$ cat config.mk
export PLATFORM = sky130hd
export DESIGN_NAME = line_rasterizer_top
export DESIGN_NICKNAME = d
export VERILOG_FILES = /design/src/lr_pkg.sv /design/src/lr_step.sv /design/src/line_rasterizer_top.sv
export SDC_FILE = /design/constraint.sdc
export NUM_CORES = 1
export LEC_CHECK = 0
export BUFFER_PORTS_ARGS = -buffer_cell sky130_fd_sc_hd__buf_4
export CAP_MARGIN = 20
export CORE_ASPECT_RATIO = 2
export CORE_MARGIN = 4
export CORE_UTILIZATION = 25
export DETAILED_ROUTE_END_ITERATION = 10
export SLEW_MARGIN = 10
export SYNTH_ARGS = -nofsm -noshare
export SYNTH_HDL_FRONTEND = slang
export SYNTH_SLANG_ARGS = --single-unit
$ cat constraint.sdc
create_clock -name clk -period 6.6 [get_ports clk]
set_input_delay 0.66 -clock clk [delete_from_list [all_inputs] [get_ports clk]]
set_output_delay 0.66 -clock clk [all_outputs]
set_load 0.05 [all_outputs]
$ cat src/lr_pkg.sv
// Package for the line rasterizer: default widths and the item mode codes.
// Used by lr_step and line_rasterizer_top; depends on nothing else.
`default_nettype none

package lr_pkg;

    localparam int COORD_BITS_DEF = 10;
    localparam int COLOR_BITS_DEF = 4;

    typedef enum logic {
        MODE_START = 1'b0,
        MODE_STEP  = 1'b1
    } mode_t;

endpackage

`default_nettype wire

$ cat src/lr_step.sv
// Combinational step of the Bresenham walker: loads a line or advances one pixel.
// Depends on lr_pkg for the mode codes.
`default_nettype none

module lr_step
    import lr_pkg::*;
#(
    parameter int COORD_BITS = COORD_BITS_DEF,
    parameter int COLOR_BITS = COLOR_BITS_DEF,
    localparam int ErrW      = COORD_BITS + 2
) (
    input  wire logic                   item_mode,
    input  wire logic [COORD_BITS-1:0]  start_x,
    input  wire logic [COORD_BITS-1:0]  start_y,
    input  wire logic [COORD_BITS-1:0]  end_x_in,
    input  wire logic [COORD_BITS-1:0]  end_y_in,
    input  wire logic [COLOR_BITS-1:0]  color,
    input  wire logic                   active,
    input  wire logic [COORD_BITS-1:0]  cur_x,
    input  wire logic [COORD_BITS-1:0]  cur_y,
    input  wire logic [COORD_BITS-1:0]  target_x,
    input  wire logic [COORD_BITS-1:0]  target_y,
    input  wire logic [COORD_BITS-1:0]  delta_x,
    input  wire logic [COORD_BITS-1:0]  delta_y,
    input  wire logic                   dir_x_neg,
    input  wire logic                   dir_y_neg,
    input  wire logic [ErrW-1:0]        error_term,
    input  wire logic [COLOR_BITS-1:0]  line_color,
    output logic                        active_next,
    output logic [COORD_BITS-1:0]       cur_x_next,
    output logic [COORD_BITS-1:0]       cur_y_next,
    output logic [COORD_BITS-1:0]       target_x_next,
    output logic [COORD_BITS-1:0]       target_y_next,
    output logic [COORD_BITS-1:0]       delta_x_next,
    output logic [COORD_BITS-1:0]       delta_y_next,
    output logic                        dir_x_neg_next,
    output logic                        dir_y_neg_next,
    output logic [ErrW-1:0]             error_term_next,
    output logic [COLOR_BITS-1:0]       line_color_next,
    output logic                        produce,
    output logic                        fin
);

    logic                   hswap;
    logic                   vswap;
    logic [COORD_BITS-1:0]  sx0;
    logic [COORD_BITS-1:0]  sx1;
    logic [COORD_BITS-1:0]  sy0;
    logic [COORD_BITS-1:0]  sy1;
    logic                   ld_xneg;
    logic                   ld_yneg;
    logic [COORD_BITS-1:0]  ld_dx;
    logic [COORD_BITS-1:0]  ld_dy;
    logic signed [ErrW:0]   e2;
    logic signed [ErrW:0]   dx_ext;
    logic signed [ErrW:0]   dy_ext;
    logic                   step_x;
    logic                   step_y;

    // Axis-aligned lines are swept from the smaller endpoint upward.
    assign hswap = (start_y == end_y_in) && (end_x_in < start_x);
    assign vswap = !hswap && (start_x == end_x_in) && (end_y_in < start_y);
    assign sx0   = hswap ? end_x_in : start_x;
    assign sx1   = hswap ? start_x  : end_x_in;
    assign sy0   = vswap ? end_y_in : start_y;
    assign sy1   = vswap ? start_y  : end_y_in;

    assign ld_xneg = sx1 < sx0;
    assign ld_yneg = sy1 < sy0;
    assign ld_dx   = ld_xneg ? sx0 - sx1 : sx1 - sx0;
    assign ld_dy   = ld_yneg ? sy0 - sy1 : sy1 - sy0;

    assign fin     = (cur_x == target_x) && (cur_y == target_y);
    assign produce = (item_mode == MODE_STEP) && active;

    assign e2     = {error_term, 1'b0};
    assign dx_ext = $signed({3'b000, delta_x});
    assign dy_ext = $signed({3'b000, delta_y});
    assign step_x = e2 > -dy_ext;
    assign step_y = e2 < dx_ext;

    always_comb
    begin
        active_next     = active;
        cur_x_next      = cur_x;
        cur_y_next      = cur_y;
        target_x_next   = target_x;
        target_y_next   = target_y;
        delta_x_next    = delta_x;
        delta_y_next    = delta_y;
        dir_x_neg_next  = dir_x_neg;
        dir_y_neg_next  = dir_y_neg;
        error_term_next = error_term;
        line_color_next = line_color;
        if (item_mode == MODE_START)
        begin
            active_next     = 1'b1;
            cur_x_next      = sx0;
            cur_y_next      = sy0;
            target_x_next   = sx1;
            target_y_next   = sy1;
            delta_x_next    = ld_dx;
            delta_y_next    = ld_dy;
            dir_x_neg_next  = ld_xneg;
            dir_y_neg_next  = ld_yneg;
            error_term_next = {2'b00, ld_dx} - {2'b00, ld_dy};
            line_color_next = color;
        end
        else if (active)
        begin
            if (fin)
            begin
                active_next = 1'b0;
            end
            else
            begin
                // Both axis decisions use the error value from before this step.
                error_term_next = error_term
                                  - (step_x ? {2'b00, delta_y} : {ErrW{1'b0}})
                                  + (step_y ? {2'b00, delta_x} : {ErrW{1'b0}});
                if (step_x)
                begin
                    cur_x_next = dir_x_neg ? cur_x - 1'b1 : cur_x + 1'b1;
                end
                if (step_y)
                begin
                    cur_y_next = dir_y_neg ? cur_y - 1'b1 : cur_y + 1'b1;
                end
            end
        end
    end

endmodule

`default_nettype wire

$ cat src/line_rasterizer_top.sv
// Top level of the Bresenham line rasterizer: input register, line state, result register.
// Depends on lr_pkg and lr_step.
//
//  channel | direction | signals                      | content
//  s_axis  | in        | s_tvalid s_tready s_tdata    | start item or step request
//          |           | s_tuser                      | mode
//  m_axis  | out       | m_tvalid m_tready m_tdata    | one pixel
//          |           | m_tlast                      | final pixel of the line
//
// Each beat waits in the input register and, if it yields a pixel, is registered into
// the result register as it advances; one beat per clock is sustained while the result is not stalled.
// Per axis, one compare, one error add and one coordinate add lie between registers.
// Reset clears all valid flags and leaves no line active.
// A stalled result only holds back a beat that would produce another pixel.
`default_nettype none

module line_rasterizer_top
    import lr_pkg::*;
#(
    parameter int COORD_BITS  = COORD_BITS_DEF,
    parameter int COLOR_BITS  = COLOR_BITS_DEF,
    localparam int SDataW     = ((4 * COORD_BITS + COLOR_BITS + 7) / 8) * 8,
    localparam int MDataW     = ((2 * COORD_BITS + COLOR_BITS + 7) / 8) * 8,
    localparam int ErrW       = COORD_BITS + 2
) (
    input  wire logic               clk,
    input  wire logic               rst_n,
    input  wire logic               s_tvalid,
    output logic                    s_tready,
    // start_x, start_y, end_x_in, end_y_in, color, zero fill
    input  wire logic [SDataW-1:0]  s_tdata,
    // mode
    input  wire logic               s_tuser,
    output logic                    m_tvalid,
    input  wire logic               m_tready,
    // pixel_x, pixel_y, pixel_color, zero fill
    output logic [MDataW-1:0]       m_tdata,
    // last
    output logic                    m_tlast
);

    logic                   in_valid_reg;
    logic                   in_mode_reg;
    logic [COORD_BITS-1:0]  in_sx_reg;
    logic [COORD_BITS-1:0]  in_sy_reg;
    logic [COORD_BITS-1:0]  in_ex_reg;
    logic [COORD_BITS-1:0]  in_ey_reg;
    logic [COLOR_BITS-1:0]  in_color_reg;

    logic                   active_reg;
    logic [COORD_BITS-1:0]  cur_x_reg;
    logic [COORD_BITS-1:0]  cur_y_reg;
    logic [COORD_BITS-1:0]  target_x_reg;
    logic [COORD_BITS-1:0]  target_y_reg;
    logic [COORD_BITS-1:0]  delta_x_reg;
    logic [COORD_BITS-1:0]  delta_y_reg;
    logic                   dir_x_neg_reg;
    logic                   dir_y_neg_reg;
    logic [ErrW-1:0]        error_term_reg;
    logic [COLOR_BITS-1:0]  line_color_reg;

    logic                   active_next;
    logic [COORD_BITS-1:0]  cur_x_next;
    logic [COORD_BITS-1:0]  cur_y_next;
    logic [COORD_BITS-1:0]  target_x_next;
    logic [COORD_BITS-1:0]  target_y_next;
    logic [COORD_BITS-1:0]  delta_x_next;
    logic [COORD_BITS-1:0]  delta_y_next;
    logic                   dir_x_neg_next;
    logic                   dir_y_neg_next;
    logic [ErrW-1:0]        error_term_next;
    logic [COLOR_BITS-1:0]  line_color_next;

    logic                   out_valid_reg;
    logic [COORD_BITS-1:0]  out_x_reg;
    logic [COORD_BITS-1:0]  out_y_reg;
    logic [COLOR_BITS-1:0]  out_color_reg;
    logic                   out_last_reg;

    logic                   produce;
    logic                   fin;
    logic                   advance;
    logic                   s_take;

    lr_step #(
        .COORD_BITS (COORD_BITS),
        .COLOR_BITS (COLOR_BITS)
    ) u_step (
        .item_mode       (in_mode_reg),
        .start_x         (in_sx_reg),
        .start_y         (in_sy_reg),
        .end_x_in        (in_ex_reg),
        .end_y_in        (in_ey_reg),
        .color           (in_color_reg),
        .active          (active_reg),
        .cur_x           (cur_x_reg),
        .cur_y           (cur_y_reg),
        .target_x        (target_x_reg),
        .target_y        (target_y_reg),
        .delta_x         (delta_x_reg),
        .delta_y         (delta_y_reg),
        .dir_x_neg       (dir_x_neg_reg),
        .dir_y_neg       (dir_y_neg_reg),
        .error_term      (error_term_reg),
        .line_color      (line_color_reg),
        .active_next     (active_next),
        .cur_x_next      (cur_x_next),
        .cur_y_next      (cur_y_next),
        .target_x_next   (target_x_next),
        .target_y_next   (target_y_next),
        .delta_x_next    (delta_x_next),
        .delta_y_next    (delta_y_next),
        .dir_x_neg_next  (dir_x_neg_next),
        .dir_y_neg_next  (dir_y_neg_next),
        .error_term_next (error_term_next),
        .line_color_next (line_color_next),
        .produce         (produce),
        .fin             (fin)
    );

    // A beat that yields no pixel never waits on the result register.
    assign advance  = in_valid_reg && (!produce || !out_valid_reg || m_tready);
    assign s_tready = !in_valid_reg || advance;
    assign s_take   = s_tvalid && s_tready;

    assign m_tvalid = out_valid_reg;
    assign m_tlast  = out_last_reg;
    assign m_tdata  = MDataW'({out_color_reg, out_y_reg, out_x_reg});

    always_ff @(posedge clk or negedge rst_n)
    begin
        if (!rst_n)
        begin
            in_valid_reg  <= 1'b0;
            out_valid_reg <= 1'b0;
            active_reg    <= 1'b0;
        end
        else
        begin
            if (s_take)
            begin
                in_valid_reg <= 1'b1;
            end
            else if (advance)
            begin
                in_valid_reg <= 1'b0;
            end
            if (advance && produce)
            begin
                out_valid_reg <= 1'b1;
            end
            else if (m_tready)
            begin
                out_valid_reg <= 1'b0;
            end
            if (advance)
            begin
                active_reg <= active_next;
            end
        end
    end

    always_ff @(posedge clk)
    begin
        if (s_take)
        begin
            in_mode_reg  <= s_tuser;
            in_sx_reg    <= s_tdata[COORD_BITS-1:0];
            in_sy_reg    <= s_tdata[2*COORD_BITS-1:COORD_BITS];
            in_ex_reg    <= s_tdata[3*COORD_BITS-1:2*COORD_BITS];
            in_ey_reg    <= s_tdata[4*COORD_BITS-1:3*COORD_BITS];
            in_color_reg <= s_tdata[4*COORD_BITS+COLOR_BITS-1:4*COORD_BITS];
        end
        if (advance)
        begin
            cur_x_reg      <= cur_x_next;
            cur_y_reg      <= cur_y_next;
            target_x_reg   <= target_x_next;
            target_y_reg   <= target_y_next;
            delta_x_reg    <= delta_x_next;
            delta_y_reg    <= delta_y_next;
            dir_x_neg_reg  <= dir_x_neg_next;
            dir_y_neg_reg  <= dir_y_neg_next;
            error_term_reg <= error_term_next;
            line_color_reg <= line_color_next;
        end
        if (advance && produce)
        begin
            out_x_reg     <= cur_x_reg;
            out_y_reg     <= cur_y_reg;
            out_color_reg <= line_color_reg;
            out_last_reg  <= fin;
        end
    end

`ifndef SYNTHESIS
    a_step_yields_pixel: assert property (@(posedge clk) disable iff (!rst_n)
        advance && produce |=> m_tvalid)
        else $error("step beat on an active line did not yield a pixel");

    a_start_activates: assert property (@(posedge clk) disable iff (!rst_n)
        advance && (in_mode_reg == MODE_START) |=> active_reg)
        else $error("start beat did not activate a line");

    a_last_ends_line: assert property (@(posedge clk) disable iff (!rst_n)
        advance && produce && fin |=> !active_reg && m_tlast)
        else $error("final pixel did not end the line");

    a_walk_moves: assert property (@(posedge clk) disable iff (!rst_n)
        advance && produce && !fin |=>
            (cur_x_reg != $past(cur_x_reg)) || (cur_y_reg != $past(cur_y_reg)))
        else $error("line walk failed to move");
`endif

endmodule

`default_nettype wire
Word-level counts from Yosys, hierarchy flattened. Cells that the tools add are included.

Eq/ne operators: 8. Reduce and logical (&&, ||, !) cells: 21. Multiplexer cells: 28. Bitwise gates (word level): 1. Multiply operators: 0. Divide/modulo/power cells: 0. Shifts and indexed selects: 0. Add/subtract/negate cells: 12. Order comparisons: 6.

Operators by type and width (count): 2-to-1 mux 10 bit (18); equality test 10 bit (4); < comparator 10 bit (4); subtractor 10 bit (4); 2-to-1 mux 12 bit (3); adder 10 x 1 -> 10 bit (second input constant) (2); subtractor 10 x 1 -> 10 bit (second input constant) (2); greater-than comparator 13 bit (1); < comparator 13 x 11 -> 1 bit (1); negator 10 -> 13 bit (1); adder 12 bit (1); subtractor 12 bit (1); subtractor 10 x 10 -> 11 bit (1); logical AND 1 bit (8); AND reduction 4 bit (2); 2-to-1 mux 1 bit (7); != test 2 x 1 -> 1 bit (second input constant) (3); logical NOT 1 bit (4); nonzero test 2 bit (2); logical OR 1 bit (3); AND reduction 3 bit (1); != test 2 bit (second input constant) (1); AND reduction 2 bit (1); inverter 1 bit (1).

Register bits after elaboration: 151. Input bits: 53. Output and inout port bits: 27. Logic and storage cells: 99. Latch bits: 0. Bits in read-only memories: 0. Memories: 0. Bits in writable memories: 0.

Logic depth before layout (Yosys ltp). Gate-level depths: netlist of run 1.

Depth in word-level cells: 10. Mapped depth: 30. Mapped depth without buffers: 30.

Hierarchy. Synthesis of run 1 repeated with hierarchy kept, for this count alone.

Cells, all modules: 1168. Area, all modules: 11273.3 sq um.

Modules (own cells, without submodules): lr_step (times used 1, cells each 1004, area an instance 6653.9 sq um, sequential area each 0.0 sq um); line_rasterizer_top (times used 1, cells each 164, area an instance 4619.4 sq um, sequential area each 4519.3 sq um).

Least setup slack after synthesis of run 1. OpenSTA, ideal clock, no wires.

Path kind: reg2reg. Start point: reg delta_y_reg[0]. End point: reg error_term_reg[11] (data pin). Data required time: 6346 ps. Stages on the path, launching flop included: 29. Slack: 904 ps. Buffers on the path: 1. Setup time: 254 ps. Arrival time: 5442 ps. Period minus slack after synthesis: 5696 ps. Cells stage by stage: edfxtp_1 > inv_1 > ha_1 > xor2_1 > ha_1 > a21o_1 > a21o_1 > a211o_1 > a21o_1 > a21o_1 > a21o_1 > a21oi_1 > o21ai_0 > a31o_2 > clkbuf_1 > and2_1 > fa_1 > inv_1 > ha_1 > a21o_1 > a21oi_1 > o21ai_0 > a21oi_1 > nand2b_1 > a21oi_1 > o31a_1 > o41ai_1 > xor2_1 > a21o_1.

Cells in the longest elaborated chain, start to end: 8.

Ends and longest elaborated chain: start: declaration (line line_rasterizer_top.sv:56) `logic [COORD_BITS-1:0] delta_y_reg;`; start signal: assignment (line line_rasterizer_top.sv:181) `delta_y_reg <= delta_y_next;`; negator 10 -> 13 bit (line lr_step.sv:79) `assign step_x = e2 > -dy_ext;`; greater-than comparator 13 bit (line lr_step.sv:79); 2-to-1 mux 10 bit * (line lr_step.sv:119) `- (step_x ? {2'b00, delta_y} : {ErrW{1'b0}})`; subtractor 12 bit * (line lr_step.sv:119); adder 12 bit * (line lr_step.sv:120) `+ (step_y ? {2'b00, delta_x} : {ErrW{1'b0}});`; 2-to-1 mux 12 bit * (line lr_step.sv:111) `if (fin)`; 2-to-1 mux 12 bit * (line lr_step.sv:109) `else if (active)`; 2-to-1 mux 12 bit * (line lr_step.sv:95) `if (item_mode == MODE_START)`; net error_term_next[11] (line line_rasterizer_top.sv:71) `logic [ErrW-1:0] error_term_next;`; end signal: assignment (line line_rasterizer_top.sv:184) `error_term_reg <= error_term_next;`; end: declaration (line line_rasterizer_top.sv:59) `logic [ErrW-1:0] error_term_reg;`.

The timed path passes the listed nets; every way through them passes the cells marked *. The select of a mux whose other input is x is not followed. A chain may end at the register's enable or synchronous reset.

Final worst setup path of run 1.
Start point: reg delta_y_reg[1]. End point: reg error_term_reg[10] (data pin).

The elaborated chain is that of the path after synthesis.

==> results of run 1 <==
[layout make-up]
cell class | count | area (um^2)
Clock buffer | 17 | 425
Inverter | 111 | 419
Clock inverter | 15 | 154
Timing Repair Buffer | 124 | 933
Fill cell | 4351 | 29800
Sequential cell | 151 | 4520
Tap cell | 545 | 682
Multi-Input combinational cell | 801 | 5750
[critical path: stages, from the launching register on]
cell and delay, ns:
edfxtp_1 0.42, inv_1 0.11, ha_1 0.22, xor2_1 0.16, ha_1 0.27, a21o_1 0.19
a21o_1 0.17, a211o_1 0.30, a21o_1 0.18, a21o_1 0.17, a21o_1 0.17, a21oi_1 0.14
o21ai_0 0.09, a31o_2 0.34, and2_1 0.20, fa_1 0.51, fa_1 0.48, nor2b_1 0.11
o21ai_0 0.12, a21boi_0 0.27, o21ai_0 0.15, a21oi_1 0.22, o21ai_0 0.14, a21oi_1 0.24
o21ai_1 0.11, a21o_1 0.19, a31o_2 0.23
[where the power goes]
| part | switching [uW] | total [uW] | internal, uW | leakage (uW) |
|---|---|---|---|---|
| logic | 1230 | 2160 | 926 | 0.00358 |
| registers | 116 | 1380 | 1260 | 0.00144 |
| clock network | 476 | 979 | 503 | 0.000279 |
| total | 1820 | 4510 | 2690 | 0.00530 |
[cells by family (layout without fill, tap and decap cells)]
| family | Yosys count | in the layout |
|---|---|---|
| AOI/OAI and AO/OA | 275 | 275 |
| xor gates and xnor gates | 78 | 78 |
| adders and majority gates | 98 | 98 |
| buffers and inverters | 151 | 267 |
| DFF | 151 | 151 |
| muxes | 30 | 30 |
| and+or+nand+nor | 320 | 320 |
[layer usage]
| layer | vias to the layer above | share of wire | GRT usage |
|---|---|---|---|
| met1 | 4125 | 0.33 | 0.127 |
| met4 | 0 | 0.066 | 0.0933 |
| met5 | - | 0 | 0 |
| li1 | 4197 | - | - |
| met2 | 207 | 0.58 | 0.285 |
| met3 | 93 | 0.025 | 0.0168 |
[layout by cell type, fill, tap and decap left out, drive strengths merged, types with 17 or more instances in the layout]
cell / n
a211oi: 21
a21o: 19
a21oi: 58
a31oi: 17
buf: 123
clkbuf: 17
edfxtp: 148
ha: 85
inv: 120
mux2i: 17
nand2: 118
nand3: 30
nor2: 74
nor3: 17
o21ai: 66
xnor2: 50
xor2: 28
[per-stage QoR]
| step | worst slack (ns) | hold slack (ns) | std cells | cell area (um^2) |
|---|---|---|---|---|
| after floorplan | 0.904 | 0.364 | 1103 | 10900 |
| after global placement | 0.326 | 0.402 | 1731 | 12300 |
| after detailed placement | 0.282 | 0.405 | 1731 | 12300 |
| after CTS | 0.227 | 0.345 | 1764 | 12900 |
| after global routing | 0.0161 | 0.357 | 1764 | 12900 |
| final | 0.442 | 0.370 | 1764 | 12900 |
[worst max path at each step]
stage	from	to	slack, ns
2_1_floorplan	delta_y_reg[0]	error_term_reg[11]	0.90
3_3_place_gp	in_ey_reg[8]	error_term_reg[10]	0.33
3_5_place_dp	in_ey_reg[8]	error_term_reg[10]	0.28
4_1_cts	in_ey_reg[8]	error_term_reg[10]	0.23
5_1_grt	in_ey_reg[8]	error_term_reg[9]	0.02
6_report	delta_y_reg[1]	error_term_reg[10]	0.44
[timing repair]
action                                  in CTS  in global routing
endpoints found under the hold margin        3                  0
resized for setup                            0                  5
hold buffers                                 1                  0
endpoints found under the setup margin       0                  3
==> results.ini, run 1 <==
[run_status]
outcome=complete, no violations

[yosys]
synthSimpleGateAreaFrac=0.139
synthAdderAreaFrac=0.122
synth_seq_cells=151
yosysMostFrequentCell=edfxtp_1
synth_top_family_by_area=compound AO/OA/AOI/OAI gates
synthDistinctLibCells=78
async_flop_share=0.0199
syn-cell-area_um2=10900
synth_common_cells=148 x edfxtp_1, 118 x nand2_1, 110 x inv_1, 85 x ha_1, 74 x nor2_1
synth-xor-area-share=0.0630
yosys.area.top_type=edfxtp_1
synth_compound_area_frac=0.172
synthDominantCellAreaShare=0.410
seq_area_frac_synth=0.416
synth.avg_cell_area_um2=9.84
ys.flop_type=edfxtp_1
synth_mux_area_frac=0.0309
synth_nets=1254
syn_inst=1103
synth_edf_count=148
yosys_warnings=0
ys_top_cells_by_area=edfxtp_1 41%, ha_1 9.8%, nand2_1 4.1%, xnor2_1 4.0%, inv_1 3.8%

[timing]
setup_violations=0
fmax_ghz=0.162
rsz0062_at_grt=no
report.final.slew_viol_count=0
fin_crit_sh=0.933
fin_crit_ns=6.16
fin_setup_tns_ns=0
finalHoldViolCount=0
maxSlewHeadroom=0.515
fin_skew_ns=0.0125
worst_pin_slew_ns=0.724

[power]
ir_drop_mv=0.174
leakagePower_uw=0.00530
powerDensity_nw_per_um2=350
fin_total_pwr_uw=4510

[placed_design]
dpl.hpwl_um=26700
portBuffers=75
gp_congestion=0.915

[hold_path]
min_delay_worst_endpoint=in_color_reg[2]
holdCritPathClass=in2reg
hp-start=s_tdata[42]
hold_depth=1

[floorplan]
dieArea_um2=47000
io_pins=80
fp-row-count=107
core-area_um2=42700
die-width_um=155
start_util=0.254
die_h_um=303

[worst_setup_path]
reg2reg_to=error_term_reg[10]
worstSetupStartpointType=register
regToRegSetupSlack_ns=0.44
end_kind=register
r2r_cells=26
r2r_start=delta_y_reg[1]
setup.worst_path.class=reg2reg
critPathMaxFanout=11
cp_data_arrival_time_ns=6.37
critical_path_required_ns=6.81

[clock_tree]
postCtsSetupRepairBufs=0
root_buffer=clkbuf_16
cts_max_path_buffers=2
cts_tree=built
numClockSinks=151
numCtsBuffers=17
path_clk_slew_ns=0.07
htreeDepth=4
clock_latency_ns=0.46

[job]
cap_viol_max_count=0

[drt]
dr_total_vias=8622
wl_per_cell_um=18.6
drt_iter0_markers=608
avgViaCountPerCell=4.89
drc_errors=0
ant_nets=0
wirelength_um=32900
drtPass1Iterations=5

[layout]
syn_to_final_growth_pct=18.7
drive_above_1_share=0.166
nets=1357
largest_reg_flops=12
num_antenna_cells=0
utilization=0.302

[grt]
grtUsageTotal=0.141
grt_pass1_vias=9189
grt_pass1_wl_um=50700
grt_max_degree=45
antenna_found_initial=0
grt-ovfl-total=0

Power figures use the tool's default switching activity.
==> run 2, diff against run 1 <==
- clock period: 6.6 -> 7.3 ns (I/O delays scaled with it)
==> results.ini, run 2 (synthesized netlist as in run 1, its figures left out) <==
[run_status]
outcome=complete, no violations  ; unchanged

[clock_tree]
cts_tree=built  ; unchanged
clock_latency_ns=0.45  ; was 0.46 ns
root_buffer=clkbuf_16  ; unchanged
numCtsBuffers=17  ; unchanged
postCtsSetupRepairBufs=0  ; unchanged
cts_hold_buffers=0  ; was 1
cts_max_path_buffers=2  ; unchanged
numClockSinks=151  ; unchanged
htreeDepth=4  ; unchanged
path_clk_slew_ns=0.07  ; about the same
ctsResizeCount=0  ; unchanged

[floorplan]
io_pins=80  ; unchanged
core-area_um2=42700  ; unchanged
fp-row-count=107  ; unchanged
start_util=0.254  ; unchanged
die_h_um=303  ; unchanged
die-width_um=155  ; unchanged
dieArea_um2=47000  ; unchanged

[worst_setup_path]
critical_path_required_ns=7.48  ; was 6.81 ns
setup.worst_path.class=reg2reg  ; unchanged
critPathMaxFanout=10  ; was 11
worstSetupStartpointType=register  ; unchanged
slowest_delay_ns=0.49  ; was 0.51 ns
cpMaxStageDelayCell=edfxtp_1  ; was fa_1
end_kind=register  ; unchanged
cp_data_arrival_time_ns=6.60  ; was 6.37 ns

[job]
cap_viol_max_count=0  ; unchanged

[placed_design]
gp_congestion=0.931  ; was 0.915
portBuffers=75  ; unchanged
dpl.hpwl_um=25700  ; was 26,700 um
place_ws_ns=0.860  ; was 0.282 ns

[grt]
antenna_found_initial=0  ; unchanged
grt-ovfl-total=0  ; unchanged
grt_max_degree=48  ; was 45
grt_pass1_wl_um=49000  ; was 50,700 um
grt_pass1_vias=8821  ; was 9,189
grtUsageTotal=0.136  ; was 0.141

[timing]
maxSlewHeadroom=0.444  ; was 0.515
fin_crit_ns=6.42  ; was 6.16 ns
setup_violations=0  ; unchanged
fin_crit_sh=0.879  ; was 0.933
setup_slack_ns=0.880  ; was 0.442 ns
report.final.slew_viol_count=0  ; unchanged
worst_pin_slew_ns=0.831  ; was 0.724 ns
fin_skew_ns=0.0107  ; was 0.0125 ns
rsz0062_at_grt=no  ; unchanged
fin_setup_tns_ns=0  ; unchanged
fmax_ghz=0.156  ; was 0.162 GHz
finalHoldViolCount=0  ; unchanged

[power]
p_int_uw=2510  ; was 2690 uW
powerDensity_nw_per_um2=322  ; was 350 nW/um^2
fin_total_pwr_uw=4110  ; was 4510 uW
leakagePower_uw=0.00522  ; was 0.00530 uW
p_comb_frac=0.462  ; was 0.478
ir_drop_mv=0.205  ; was 0.174 mV
p_sw_uw=1600  ; was 1820 uW
switching_share=0.389  ; was 0.404
p_seq_frac=0.304  ; was 0.305
pwr-share-clk=0.234  ; was 0.217

[layout]
num_antenna_cells=0  ; unchanged
utilization=0.299  ; was 0.302
drive_above_1_share=0.148  ; was 0.166
final_cell_mix=148 x edfxtp_1, 118 x nand2_1, 110 x inv_1  ; was 148 x edfxtp_1, 123 x buf_4, 118 x nand2_1
largest_reg_flops=12  ; unchanged
final.fill_count=4306  ; was 4,351
layout_commonest_cell=edfxtp_1  ; unchanged
nets=1334  ; was 1,357
syn_to_final_growth_pct=17.5  ; was 18.7%

[hold_path]
holdCritPathClass=in2async  ; was in2reg

[drt]
avgViaCountPerCell=4.90  ; was 4.89
dr_total_vias=8529  ; was 8,622
wirelength_um=31800  ; was 32,900 um
ant_nets=0  ; unchanged
wl_per_cell_um=18.2  ; was 18.6 um
drt_iter0_markers=543  ; was 608
drtPass1Iterations=5  ; unchanged
drc_errors=0  ; unchanged

-- run 2: cell count changes in the layout (fill, tap and decap cells not counted), sizes merged --
cell / change
bufinv: +3
dlygate4sd3: -1
inv: -1
buf: -22
clkinvlp: -2
-- run 2: metrics by stage --
| step | cell area, um^2 | instances | hold WS (ns) |
|---|---|---|---|
| global route | 12700 | 1741 | 0.0410 |
| global placement | 12100 | 1709 | 0.402 |
| CTS | 12700 | 1741 | 0.0413 |
| detailed placement | 12100 | 1709 | 0.405 |
| finish | 12700 | 1741 | 0.0621 |
| floorplan | 10900 | 1103 | 0.400 |
-- run 2: worst paths after layout --
check | endpoint | slack, ns | cells past startpoint | from
worst max-delay path | error_term_reg[9] | 0.88 | 25 | in_ey_reg[6]
worst min-delay path | active_reg | 0.06 | 1 | rst_n
worst max register to register | error_term_reg[9] | 0.88 | 25 | in_ey_reg[6]
worst min register to register | line_color_reg[1] | 0.42 | 0 | in_color_reg[1]
max in group asynchronous | in_valid_reg | 7.14 | 1 | rst_n
min in group clk | line_color_reg[1] | 0.42 | 0 | in_color_reg[1]
-- run 2: power groups by stage --
stage / combinational [uW] / sequential (uW) / clock (uW)
finish: 1900 / 1250 / 961
global route: 2140 / 1260 / 1020
CTS: 1920 / 1250 / 980
detailed placement: 1900 / 1270 / 0
global placement: 1860 / 1270 / 0
floorplan: 1400 / 1270 / 0
-- run 2: layout make-up --
class / instances / area (um^2) / area share
Sequential cell: 151 / 4520 / 0.354
Tap cell: 545 / 682 / 0.0535
Multi-Input combinational cell: 801 / 5730 / 0.450
Timing Repair Buffer: 101 / 758 / 0.0595
Clock buffer: 17 / 425 / 0.0334
Inverter: 111 / 419 / 0.0329
Clock inverter: 15 / 211 / 0.0166
-- run 2: critical path: cells and delay by family, from the launching register on --
kind / cells / cell delay (ns)
adder cells (fa/ha/maj): 3 / 0.97
XOR/XNOR: 1 / 0.16
AND/OR/NAND/NOR: 7 / 1.37
multiplexers: 2 / 0.50
flip-flops: 1 / 0.49
AO/OA/AOI/OAI: 11 / 2.52
buffers and inverters: 1 / 0.13
-- run 2: metal layers --
metal | global-route usage | routed length, um | share of wire | up-vias
met5 | 0 | 0 | 0 | -
li1 | - | - | - | 4140
met4 | 0.0839 | 1790 | 0.056 | 0
met3 | 0.0161 | 696 | 0.022 | 63
met2 | 0.277 | 18500 | 0.58 | 166
met1 | 0.124 | 10700 | 0.34 | 4160
